`src/hdl/psx_pkg.sv`:
```
// Shared widths, constants and types of the principal stress extremes unit.
// Used by every module of the unit; depends on nothing else.
package psx_pkg;

   // Width of each stress component at the input.
   localparam int STRESS_WIDTH = 24;

   // Derived arithmetic widths.
   localparam int SUM_W  = STRESS_WIDTH + 1;     // sxx + syy, signed
   localparam int DIFF_W = STRESS_WIDTH + 1;     // |sxx - syy|, unsigned
   localparam int RAD_W  = 2 * DIFF_W;           // d*d + 4*sxy*sxy
   localparam int ROOT_W = RAD_W / 2;            // one root bit per bit pair
   localparam int REM_W  = ROOT_W + 2;           // partial remainder
   localparam int STEP_W = $clog2(ROOT_W);

   // Output field widths.
   localparam int CMP_W = 26;
   localparam int TEN_W = 25;

   // Signed width that holds (s +/- r) and the output limits without overflow.
   localparam int EXT_W = (STRESS_WIDTH + 4 > CMP_W + 2) ? STRESS_WIDTH + 4 : CMP_W + 2;

   localparam logic signed [EXT_W-1:0] CMP_FLOOR = EXT_W'(-(64'sd1 <<< (CMP_W - 1)));
   localparam logic signed [EXT_W-1:0] TEN_CEIL  = EXT_W'((64'sd1 <<< TEN_W) - 64'sd1);

   // Stream payload widths, rounded up to whole bytes.
   localparam int REQ_DATA_W = ((3 * STRESS_WIDTH + 7) / 8) * 8;
   localparam int RSP_DATA_W = ((2 * CMP_W + 2 * TEN_W + 7) / 8) * 8;

   // Job queue between the front and the back.
   localparam int QUEUE_DEPTH = 2;
   localparam int QPTR_W      = (QUEUE_DEPTH > 1) ? $clog2(QUEUE_DEPTH) : 1;
   localparam int QCNT_W      = $clog2(QUEUE_DEPTH + 1);

   // One prepared element waiting for its square root.
   typedef struct packed {
      logic [RAD_W-1:0]        radicand;
      logic signed [SUM_W-1:0] sum;
      logic                    last;
   } job_type;

   // Queue status seen by both sides.
   typedef struct packed {
      logic full;
      logic empty;
   } queue_status_type;

endpackage

```
`src/hdl/psx_front.sv`:
```
// Front end: accepts stress beats, forms s, |d| and |sxy|, then the radicand.
// Depends on psx_pkg; pushes finished jobs into psx_queue.
module psx_front (
   input  logic                              clock,
   input  logic                              reset,
   input  logic                              req_tvalid,
   output logic                              req_tready,
   input  logic [psx_pkg::REQ_DATA_W-1:0]    req_tdata,
   input  logic                              req_tlast,
   input  psx_pkg::queue_status_type         queue_status,
   output logic                              push,
   output psx_pkg::job_type                  push_job
);

   logic signed [psx_pkg::STRESS_WIDTH-1:0] sxx, syy, sxy;
   logic signed [psx_pkg::DIFF_W-1:0]       diff;
   logic        [psx_pkg::DIFF_W-1:0]       adiff;
   logic        [psx_pkg::STRESS_WIDTH-1:0] ashear;
   logic signed [psx_pkg::SUM_W-1:0]        sum;
   logic                                    accept;

   logic                                    st_valid_ff, st_valid_in;
   logic signed [psx_pkg::SUM_W-1:0]        st_sum_ff;
   logic        [psx_pkg::DIFF_W-1:0]       st_adiff_ff;
   logic        [psx_pkg::STRESS_WIDTH-1:0] st_ashear_ff;
   logic                                    st_last_ff;

   logic [psx_pkg::RAD_W-1:0]               diff_sq;
   logic [2*psx_pkg::STRESS_WIDTH-1:0]      shear_sq;

   assign sxx = req_tdata[psx_pkg::STRESS_WIDTH-1:0];
   assign syy = req_tdata[2*psx_pkg::STRESS_WIDTH-1:psx_pkg::STRESS_WIDTH];
   assign sxy = req_tdata[3*psx_pkg::STRESS_WIDTH-1:2*psx_pkg::STRESS_WIDTH];

   assign sum    = psx_pkg::SUM_W'(sxx) + psx_pkg::SUM_W'(syy);
   assign diff   = psx_pkg::DIFF_W'(sxx) - psx_pkg::DIFF_W'(syy);
   assign adiff  = diff[psx_pkg::DIFF_W-1] ? psx_pkg::DIFF_W'(-diff) : psx_pkg::DIFF_W'(diff);
   assign ashear = sxy[psx_pkg::STRESS_WIDTH-1] ?
                   psx_pkg::STRESS_WIDTH'(-sxy) : psx_pkg::STRESS_WIDTH'(sxy);

   // The staging register frees up as soon as its job moves into the queue.
   assign push       = st_valid_ff && !queue_status.full;
   assign req_tready = !st_valid_ff || !queue_status.full;
   assign accept     = req_tvalid && req_tready;

   always_comb begin
      st_valid_in = st_valid_ff;
      if (accept) begin
         st_valid_in = 1'b1;
      end else if (push) begin
         st_valid_in = 1'b0;
      end
   end

   always_ff @(posedge clock) begin
      if (reset) begin
         st_valid_ff <= 1'b0;
      end else begin
         st_valid_ff <= st_valid_in;
      end
      if (accept) begin
         st_sum_ff    <= sum;
         st_adiff_ff  <= adiff;
         st_ashear_ff <= ashear;
         st_last_ff   <= req_tlast;
      end
   end

   // Both squares are at most 2^(2W), so their sum fits the radicand width.
   assign diff_sq  = st_adiff_ff * st_adiff_ff;
   assign shear_sq = st_ashear_ff * st_ashear_ff;

   assign push_job.radicand = diff_sq + {shear_sq, 2'b00};
   assign push_job.sum      = st_sum_ff;
   assign push_job.last     = st_last_ff;

endmodule

```
`src/hdl/psx_queue.sv`:
```
// Short job queue that decouples the front end from the root sequencer.
// Depends on psx_pkg for the job type and depth.
module psx_queue (
   input  logic                      clock,
   input  logic                      reset,
   input  logic                      push,
   input  psx_pkg::job_type          push_job,
   input  logic                      pop,
   output psx_pkg::job_type          head_job,
   output psx_pkg::queue_status_type queue_status
);

   psx_pkg::job_type            mem_ff [psx_pkg::QUEUE_DEPTH];
   logic [psx_pkg::QPTR_W-1:0]  wr_ptr_ff, wr_ptr_in;
   logic [psx_pkg::QPTR_W-1:0]  rd_ptr_ff, rd_ptr_in;
   logic [psx_pkg::QCNT_W-1:0]  count_ff, count_in;

   function automatic logic [psx_pkg::QPTR_W-1:0] next_ptr(
      input logic [psx_pkg::QPTR_W-1:0] ptr
   );
      logic [psx_pkg::QPTR_W-1:0] result;
      if (ptr == psx_pkg::QPTR_W'(psx_pkg::QUEUE_DEPTH - 1)) begin
         result = '0;
      end else begin
         result = ptr + 1'b1;
      end
      return result;
   endfunction

   always_comb begin
      wr_ptr_in = push ? next_ptr(wr_ptr_ff) : wr_ptr_ff;
      rd_ptr_in = pop  ? next_ptr(rd_ptr_ff) : rd_ptr_ff;
      count_in  = count_ff;
      if (push && !pop) begin
         count_in = count_ff + 1'b1;
      end else if (pop && !push) begin
         count_in = count_ff - 1'b1;
      end
   end

   always_ff @(posedge clock) begin
      if (reset) begin
         wr_ptr_ff <= '0;
         rd_ptr_ff <= '0;
         count_ff  <= '0;
      end else begin
         wr_ptr_ff <= wr_ptr_in;
         rd_ptr_ff <= rd_ptr_in;
         count_ff  <= count_in;
      end
      if (push) begin
         mem_ff[wr_ptr_ff] <= push_job;
      end
   end

   assign head_job           = mem_ff[rd_ptr_ff];
   assign queue_status.full  = (count_ff == psx_pkg::QCNT_W'(psx_pkg::QUEUE_DEPTH));
   assign queue_status.empty = (count_ff == '0);

   no_push_when_full: assert property (@(posedge clock) disable iff (reset)
      !(push && count_ff == psx_pkg::QCNT_W'(psx_pkg::QUEUE_DEPTH)))
      else $error("queue written while full");

   no_pop_when_empty: assert property (@(posedge clock) disable iff (reset)
      !(pop && count_ff == '0))
      else $error("queue read while empty");

   count_tracks_push: assert property (@(posedge clock) disable iff (reset)
      (push && !pop) |=> count_ff == psx_pkg::QCNT_W'($past(count_ff) + 1'b1))
      else $error("queue count did not follow a push");

endmodule

```
`src/hdl/psx_back.sv`:
```
// Back end: bit-pair restoring square root, principal stress clamp and the
// running set extremes, ending in the result register. Depends on psx_pkg.
module psx_back (
   input  logic                           clock,
   input  logic                           reset,
   input  psx_pkg::queue_status_type      queue_status,
   input  psx_pkg::job_type               head_job,
   output logic                           pop,
   output logic                           rsp_tvalid,
   input  logic                           rsp_tready,
   output logic [psx_pkg::RSP_DATA_W-1:0] rsp_tdata,
   output logic                           rsp_tlast
);

   typedef enum logic [1:0] {
      ST_IDLE,
      ST_ROOT,
      ST_CLAMP,
      ST_EMIT
   } state_type;

   state_type                         state_ff, state_in;
   logic [psx_pkg::STEP_W-1:0]        step_ff, step_in;
   logic [psx_pkg::RAD_W-1:0]         rad_ff, rad_in;
   logic [psx_pkg::REM_W-1:0]         rem_ff, rem_in;
   logic [psx_pkg::ROOT_W-1:0]        root_ff, root_in;
   logic signed [psx_pkg::SUM_W-1:0]  sum_ff, sum_in;
   logic                              last_ff, last_in;
   logic signed [psx_pkg::CMP_W-1:0]  lmin_ff, lmin_in;
   logic [psx_pkg::TEN_W-1:0]         lmax_ff, lmax_in;
   logic signed [psx_pkg::CMP_W-1:0]  run_min_ff, run_min_in;
   logic [psx_pkg::TEN_W-1:0]         run_max_ff, run_max_in;

   logic                              rsp_valid_ff, rsp_valid_in;
   logic signed [psx_pkg::CMP_W-1:0]  rsp_cmp_ff, rsp_cmp_in;
   logic [psx_pkg::TEN_W-1:0]         rsp_ten_ff, rsp_ten_in;
   logic signed [psx_pkg::CMP_W-1:0]  rsp_smin_ff, rsp_smin_in;
   logic [psx_pkg::TEN_W-1:0]         rsp_smax_ff, rsp_smax_in;
   logic                              rsp_last_ff, rsp_last_in;

   logic [psx_pkg::REM_W-1:0]         rem_shift, trial;
   logic                              take;
   logic signed [psx_pkg::EXT_W-1:0]  s_ext, r_ext, lo_half, hi_half, lo_clamp, hi_clamp;
   logic signed [psx_pkg::CMP_W-1:0]  new_min;
   logic [psx_pkg::TEN_W-1:0]         new_max;
   logic                              emit_load;

   // One restoring step: bring down the next bit pair and try 4*root + 1.
   assign rem_shift = {rem_ff[psx_pkg::REM_W-3:0], rad_ff[psx_pkg::RAD_W-1 -: 2]};
   assign trial     = {root_ff, 2'b01};
   assign take      = (rem_shift >= trial);

   // Principal values with an arithmetic halving, then sign clamp and range limit.
   assign s_ext    = psx_pkg::EXT_W'(sum_ff);
   assign r_ext    = $signed(psx_pkg::EXT_W'(root_ff));
   assign lo_half  = (s_ext - r_ext) >>> 1;
   assign hi_half  = (s_ext + r_ext) >>> 1;

   always_comb begin
      lo_clamp = (lo_half > 0) ? '0 : lo_half;
      if (lo_clamp < psx_pkg::CMP_FLOOR) begin
         lo_clamp = psx_pkg::CMP_FLOOR;
      end
      hi_clamp = (hi_half < 0) ? '0 : hi_half;
      if (hi_clamp > psx_pkg::TEN_CEIL) begin
         hi_clamp = psx_pkg::TEN_CEIL;
      end
   end

   assign new_min   = (lmin_ff < run_min_ff) ? lmin_ff : run_min_ff;
   assign new_max   = (lmax_ff > run_max_ff) ? lmax_ff : run_max_ff;
   assign emit_load = (state_ff == ST_EMIT) && (!rsp_valid_ff || rsp_tready);
   assign pop       = (state_ff == ST_IDLE) && !queue_status.empty;

   always_comb begin
      state_in     = state_ff;
      step_in      = step_ff;
      rad_in       = rad_ff;
      rem_in       = rem_ff;
      root_in      = root_ff;
      sum_in       = sum_ff;
      last_in      = last_ff;
      lmin_in      = lmin_ff;
      lmax_in      = lmax_ff;
      run_min_in   = run_min_ff;
      run_max_in   = run_max_ff;
      rsp_valid_in = rsp_valid_ff && !rsp_tready;
      rsp_cmp_in   = rsp_cmp_ff;
      rsp_ten_in   = rsp_ten_ff;
      rsp_smin_in  = rsp_smin_ff;
      rsp_smax_in  = rsp_smax_ff;
      rsp_last_in  = rsp_last_ff;

      case (state_ff)
         ST_IDLE: begin
            if (pop) begin
               rad_in   = head_job.radicand;
               sum_in   = head_job.sum;
               last_in  = head_job.last;
               rem_in   = '0;
               root_in  = '0;
               step_in  = '0;
               state_in = ST_ROOT;
            end
         end
         ST_ROOT: begin
            rad_in  = {rad_ff[psx_pkg::RAD_W-3:0], 2'b00};
            rem_in  = take ? rem_shift - trial : rem_shift;
            root_in = {root_ff[psx_pkg::ROOT_W-2:0], take};
            step_in = step_ff + 1'b1;
            if (step_ff == psx_pkg::STEP_W'(psx_pkg::ROOT_W - 1)) begin
               state_in = ST_CLAMP;
            end
         end
         ST_CLAMP: begin
            lmin_in  = psx_pkg::CMP_W'(lo_clamp);
            lmax_in  = psx_pkg::TEN_W'(hi_clamp);
            state_in = ST_EMIT;
         end
         ST_EMIT: begin
            if (emit_load) begin
               rsp_valid_in = 1'b1;
               rsp_cmp_in   = lmin_ff;
               rsp_ten_in   = lmax_ff;
               rsp_smin_in  = new_min;
               rsp_smax_in  = new_max;
               rsp_last_in  = last_ff;
               run_min_in   = last_ff ? '0 : new_min;
               run_max_in   = last_ff ? '0 : new_max;
               state_in     = ST_IDLE;
            end
         end
         default: begin
            state_in = ST_IDLE;
         end
      endcase
   end

   always_ff @(posedge clock) begin
      if (reset) begin
         state_ff     <= ST_IDLE;
         run_min_ff   <= '0;
         run_max_ff   <= '0;
         rsp_valid_ff <= 1'b0;
      end else begin
         state_ff     <= state_in;
         run_min_ff   <= run_min_in;
         run_max_ff   <= run_max_in;
         rsp_valid_ff <= rsp_valid_in;
      end
      step_ff     <= step_in;
      rad_ff      <= rad_in;
      rem_ff      <= rem_in;
      root_ff     <= root_in;
      sum_ff      <= sum_in;
      last_ff     <= last_in;
      lmin_ff     <= lmin_in;
      lmax_ff     <= lmax_in;
      rsp_cmp_ff  <= rsp_cmp_in;
      rsp_ten_ff  <= rsp_ten_in;
      rsp_smin_ff <= rsp_smin_in;
      rsp_smax_ff <= rsp_smax_in;
      rsp_last_ff <= rsp_last_in;
   end

   assign rsp_tvalid = rsp_valid_ff;
   assign rsp_tlast  = rsp_last_ff;
   assign rsp_tdata  = psx_pkg::RSP_DATA_W'({rsp_smax_ff, rsp_smin_ff, rsp_ten_ff, rsp_cmp_ff});

   extremes_bound_result: assert property (@(posedge clock) disable iff (reset)
      rsp_valid_ff |-> (rsp_smin_ff <= rsp_cmp_ff) && (rsp_smax_ff >= rsp_ten_ff))
      else $error("set extremes do not bound the current result");

   extremes_clear_after_last: assert property (@(posedge clock) disable iff (reset)
      (emit_load && last_ff) |=> (run_min_ff == '0) && (run_max_ff == '0))
      else $error("running extremes not cleared after the last element");

   clamp_follows_full_root: assert property (@(posedge clock) disable iff (reset)
      (state_ff == ST_CLAMP) |->
         ($past(state_ff) == ST_ROOT) &&
         ($past(step_ff) == psx_pkg::STEP_W'(psx_pkg::ROOT_W - 1)))
      else $error("clamp entered before the root finished");

endmodule

```
`src/hdl/principal_stress_extremes_unit.sv`:
```
// An accepted req beat passes the front staging register, the queue, the root, clamp and
// emit states of the back end and the result register. The back end takes one job at a time
// (idle/pop, 25 bit-pair root steps, clamp, emit) and waits in emit while its result register is full.
// The front stage and the two-entry queue take up to three more beats while the root runs.
// Reset (synchronous, active high) empties the queue, idles the sequencer, drops
// rsp_tvalid and sets the running set extremes to zero; no clearing pass is needed.
module principal_stress_extremes_unit (
   input  logic                           clock,
   input  logic                           reset,
   // Element stress input.
   input  logic                           req_tvalid,
   output logic                           req_tready,
   // tdata, lowest bit up: stress_xx[23:0], stress_yy[47:24], stress_xy[71:48]
   input  logic [psx_pkg::REQ_DATA_W-1:0] req_tdata,
   // tlast: last_in_set
   input  logic                           req_tlast,
   // Principal stress result.
   output logic                           rsp_tvalid,
   input  logic                           rsp_tready,
   // tdata, lowest bit up: compressive[25:0], tensile[50:26], set_min[76:51],
   // set_max[101:77], two zero pad bits
   output logic [psx_pkg::RSP_DATA_W-1:0] rsp_tdata,
   // tlast: set_done
   output logic                           rsp_tlast
);

   // Jobs flow front -> queue -> back; the queue status lets each side stall alone.
   psx_pkg::queue_status_type queue_status;
   psx_pkg::job_type          push_job;
   psx_pkg::job_type          head_job;
   logic                      push;
   logic                      pop;

   // The front end squares |sxx - syy| and |sxy| and forms the radicand
   // d*d + 4*sxy*sxy together with s = sxx + syy.
   psx_front u_front (
      .clock        (clock),
      .reset        (reset),
      .req_tvalid   (req_tvalid),
      .req_tready   (req_tready),
      .req_tdata    (req_tdata),
      .req_tlast    (req_tlast),
      .queue_status (queue_status),
      .push         (push),
      .push_job     (push_job)
   );

   psx_queue u_queue (
      .clock        (clock),
      .reset        (reset),
      .push         (push),
      .push_job     (push_job),
      .pop          (pop),
      .head_job     (head_job),
      .queue_status (queue_status)
   );

   // The back end takes one job at a time: the integer root r, then
   // (s - r) >>> 1 and (s + r) >>> 1 with their clamps, then the set extremes.
   // Its result register holds a finished beat while the front keeps accepting.
   psx_back u_back (
      .clock        (clock),
      .reset        (reset),
      .queue_status (queue_status),
      .head_job     (head_job),
      .pop          (pop),
      .rsp_tvalid   (rsp_tvalid),
      .rsp_tready   (rsp_tready),
      .rsp_tdata    (rsp_tdata),
      .rsp_tlast    (rsp_tlast)
   );

endmodule

```
`config.mk`:
```
export PLATFORM = sky130hd
export DESIGN_NAME = principal_stress_extremes_unit
export DESIGN_NICKNAME = d
export VERILOG_FILES = /design/src/hdl/psx_pkg.sv /design/src/hdl/psx_front.sv /design/src/hdl/psx_queue.sv /design/src/hdl/psx_back.sv /design/src/hdl/principal_stress_extremes_unit.sv
export SDC_FILE = /design/constraint.sdc
export NUM_CORES = 2
export LEC_CHECK = 0
export ABC_AREA = 1
export ABC_CLOCK_PERIOD_IN_PS = 10330
export BUFFER_PORTS_ARGS = -buffer_cell sky130_fd_sc_hd__buf_2
export CAP_MARGIN = 25
export CORE_MARGIN = 2
export CORE_UTILIZATION = 40
export DETAILED_ROUTE_END_ITERATION = 12
export PLACE_DENSITY = 0.61
export SYNTH_ARGS = -nofsm -noshare
export SYNTH_HDL_FRONTEND = slang
export SYNTH_SLANG_ARGS = --single-unit
export TNS_END_PERCENT = 100
```
`constraint.sdc`:
```
create_clock -name clock -period 10.33 [get_ports clock]
set_clock_uncertainty 0.2 [all_clocks]
set_input_delay 2.066 -clock clock [delete_from_list [all_inputs] [get_ports clock]]
set_output_delay 2.066 -clock clock [all_outputs]
set_load 0.005 [all_outputs]
```
==> impl_results.md <==
* Status: finished clean
* Slew Limit Fails at 0
* Final wirelength at 185000 um
* Most frequent CP cell: fa_1
* CP Class: register to register
* Worst Path Required at 10.54 ns
* Yosys cell types at 60
* FF/Latch Area at 16400 um2
* Reg2Reg Setup Slack at 0.13 ns
* Overall Global Routing Usage at 0.219
* DRC at 0
* CORE AREA at 167000 um2
* FF+latch count, synth at 566
* Min Clock Period, post-route at 10.20 ns
* Largest net degree at the start of global routing at 84
* Clk slew on worst S/H paths at 0.06 ns
* Mapped Area at 67100 um2
* Final setup violating endpoints at 0
* Ports at 184
* Main synth FF type: edfxtp_1
* DIE AREA at 171000 um2
* Starting Density at 0.402
* Vias in the first global route at 54800
* Measured slew at the worst slew-check pin at 1.03 ns
* Max-slew headroom at 0.315
* DR vias/cell at 4.86
* H-tree levels at 3
* Dominant cells by area after synthesis: fa_1, edfxtp_1, inv_1, ha_1, nand2_1
* Area leader, netlist: fa_1
* Async SR Flop Fraction at 0
* Worst Setup End Kind: register
* Max clock buf depth at 3
* Die height at 414 um
* Grt total ovfl at 0
* Warnings, synthesis at 0
* Clk Latency, worst-skew pair at 0.67 ns
* Total CTS buffers at 67
* Post-route cell area at 78600 um2
* WP data arrival at 10.41 ns
* WL/cell at 17.4 um
* RSZ-0062 raised after global routing: yes
* Sequential cell area fraction in the yosys report at 0.244
* TritonCTS clock tree: built
* Hold buffer count at CTS at 0
* Initial antenna violation count at 8
* Root buffer cell: clkbuf_16
* Placed Cells at 10400
* Clock Sinks at 566
* Port bufs at 181
* DR vias at 51400
* Hold WC Path Type: register to register
* Max Clk Rate at 98.0 MHz
* FP Rows at 150
* Routed Antenna Nets at 0
* Nets at 9883
* HPWL after DPL at 151000 um
* Synthesized area per cell at 8.62 um2
* Final period util at 0.987
* GP Congestion at 0.953
* Layout cells sized above 1 at 0.159
* Worst path max stage delay at 0.56 ns
* Placed Area at 73500 um2
* EDFF count, synth at 506
* First-pass GRT wire length at 295000 um
* Max Cap Viol at 0
* Final non-filler cell total at 10600
* Crit-path max FO at 3
* Drt initial violations at 3160
* Final-report hold violation count at 0
* Die Width at 414 um
* Post-synthesis instance total at 7787
* Area Overhead vs Synth at 17.0%
* Setup crit start kind: register
* Fill count at 15900
* Synth top area share at 0.279
* Pre-antenna DRT Iters at 5
* Multi-input logic area at 44200 um2
* Fin Setup TNS at 0 ns
* Critical path's slowest cell: fa_1
## worst paths after layout
path | startpoint | cells after the start | to
setup / recovery | u_front.st_ashear_ff[13] | 41 | u_queue.mem_ff[0][67]
hold / removal | u_front.st_sum_ff[5] | 0 | u_queue.mem_ff[1][6]
setup reg to reg | u_front.st_ashear_ff[13] | 41 | u_queue.mem_ff[0][67]
hold reg to reg | u_front.st_sum_ff[5] | 0 | u_queue.mem_ff[1][6]
## stage by stage
stage	util	setup slack [ns]	hold slack (ns)
6_report	0.471	0.131	0.242
5_1_grt	0.471	-0.227	0.251
4_1_cts	0.457	0.000488	0.241
3_5_place_dp	0.440	-0.340	0.230
3_3_place_gp	0.440	-0.229	0.222
2_1_floorplan	-	0.201	0.221
## area by class of cell
cell class / count / area share
Antenna cell: 6 / 0.000191
Clock buffer: 80 / 0.0222
Clock inverter: 43 / 0.00690
Inverter: 2043 / 0.0977
Multi-Input combinational cell: 4942 / 0.563
Sequential cell: 566 / 0.209
Tap cell: 2204 / 0.0351
Timing Repair Buffer: 709 / 0.0666
## per-layer routing
| metal | share of wire | routed length (um) | up-vias | global-route usage |
|---|---|---|---|---|
| met5 | 0.000070 | 13 | - | 0 |
| met4 | 0.037 | 6890 | 2 | 0.0737 |
| met3 | 0.049 | 9080 | 323 | 0.0241 |
| met2 | 0.51 | 94300 | 1230 | 0.401 |
| met1 | 0.40 | 74500 | 25200 | 0.266 |
| li1 | - | - | 24700 | - |
## sequential cells by signal, summed over array words and instances, names as in the netlist, 26 cells and up, named ones only
| signal | count |
|---|---|
| u_queue.mem_ff | 148 |
| u_back.rsp_smin_ff | 26 |
| u_back.rsp_cmp_ff | 26 |
| u_back.lmin_ff | 26 |
| u_back.run_min_ff | 26 |
| u_back.rad_ff | 49 |
## worst max-delay path: cells and delay by family, from the launching register on
family	cells	cell delay [ns]
and+or+nand+nor	9	0.77
buffers and inverters	12	1.13
DFF	1	0.43
AOI/OAI and AO/OA	4	0.72
xor gates and xnor gates	2	0.31
adders and majority gates	14	6.37
## Yosys cell counts (22+ instances only)
cell type	n
nor3_1	44
and2_1	51
dfxtp_1	60
ha_1	541
nand3_1	249
a21oi_1	447
buf_4	28
nand2_2	31
a31oi_1	27
clkbuf_1	175
o21bai_1	25
a21o_1	22
edfxtp_1	506
fa_1	936
xnor2_1	55
nand4_1	53
o21ai_0	157
xor2_1	176
nor2_1	384
inv_1	2031
nand2_1	1579
## cell families after synthesis
logic type	after synthesis	share of synthesized area
buffers and inverters	2280	0.130
flip-flops	566	0.244
AO/OA/AOI/OAI	765	0.0633
AND/OR/NAND/NOR	2466	0.152
adder cells (fa/ha/maj)	1477	0.380
XOR/XNOR	232	0.0304
other	1	0.0000559
## layout by cell type (no fill, tap or decap), drive strengths merged, types with 4 or more instances in the layout
cell     count
a211oi       9
a21boi      25
a21o        22
a21oi      452
a31oi       27
and2        51
and3         4
buf        708
bufinv       9
clkbuf      81
clkinv      26
dfxtp       60
diode        6
edfxtp     506
fa         936
ha         541
inv       2049
nand2     1611
nand3      255
nand3b      14
nand4       54
nor2       404
nor3        46
nor4        15
o2111ai      5
o211ai       6
o21a        12
o21ai      166
o21bai      25
o31ai        6
or2         10
xnor2       55
xor2       177
## what timing repair did
item | 4_1_cts | 5_1_grt
gates resized for setup | 99 | 482
buffers inserted | 9 | 53
hold endpoints to repair | 0 | 0
cloned | 0 | 1
pin swaps | 23 | 273
endpoints found under the setup margin | 60 | 70
Power is left out: the tool's default activity adds up to more than one toggle a clock period on the data nets, which glitch-free logic cannot reach.
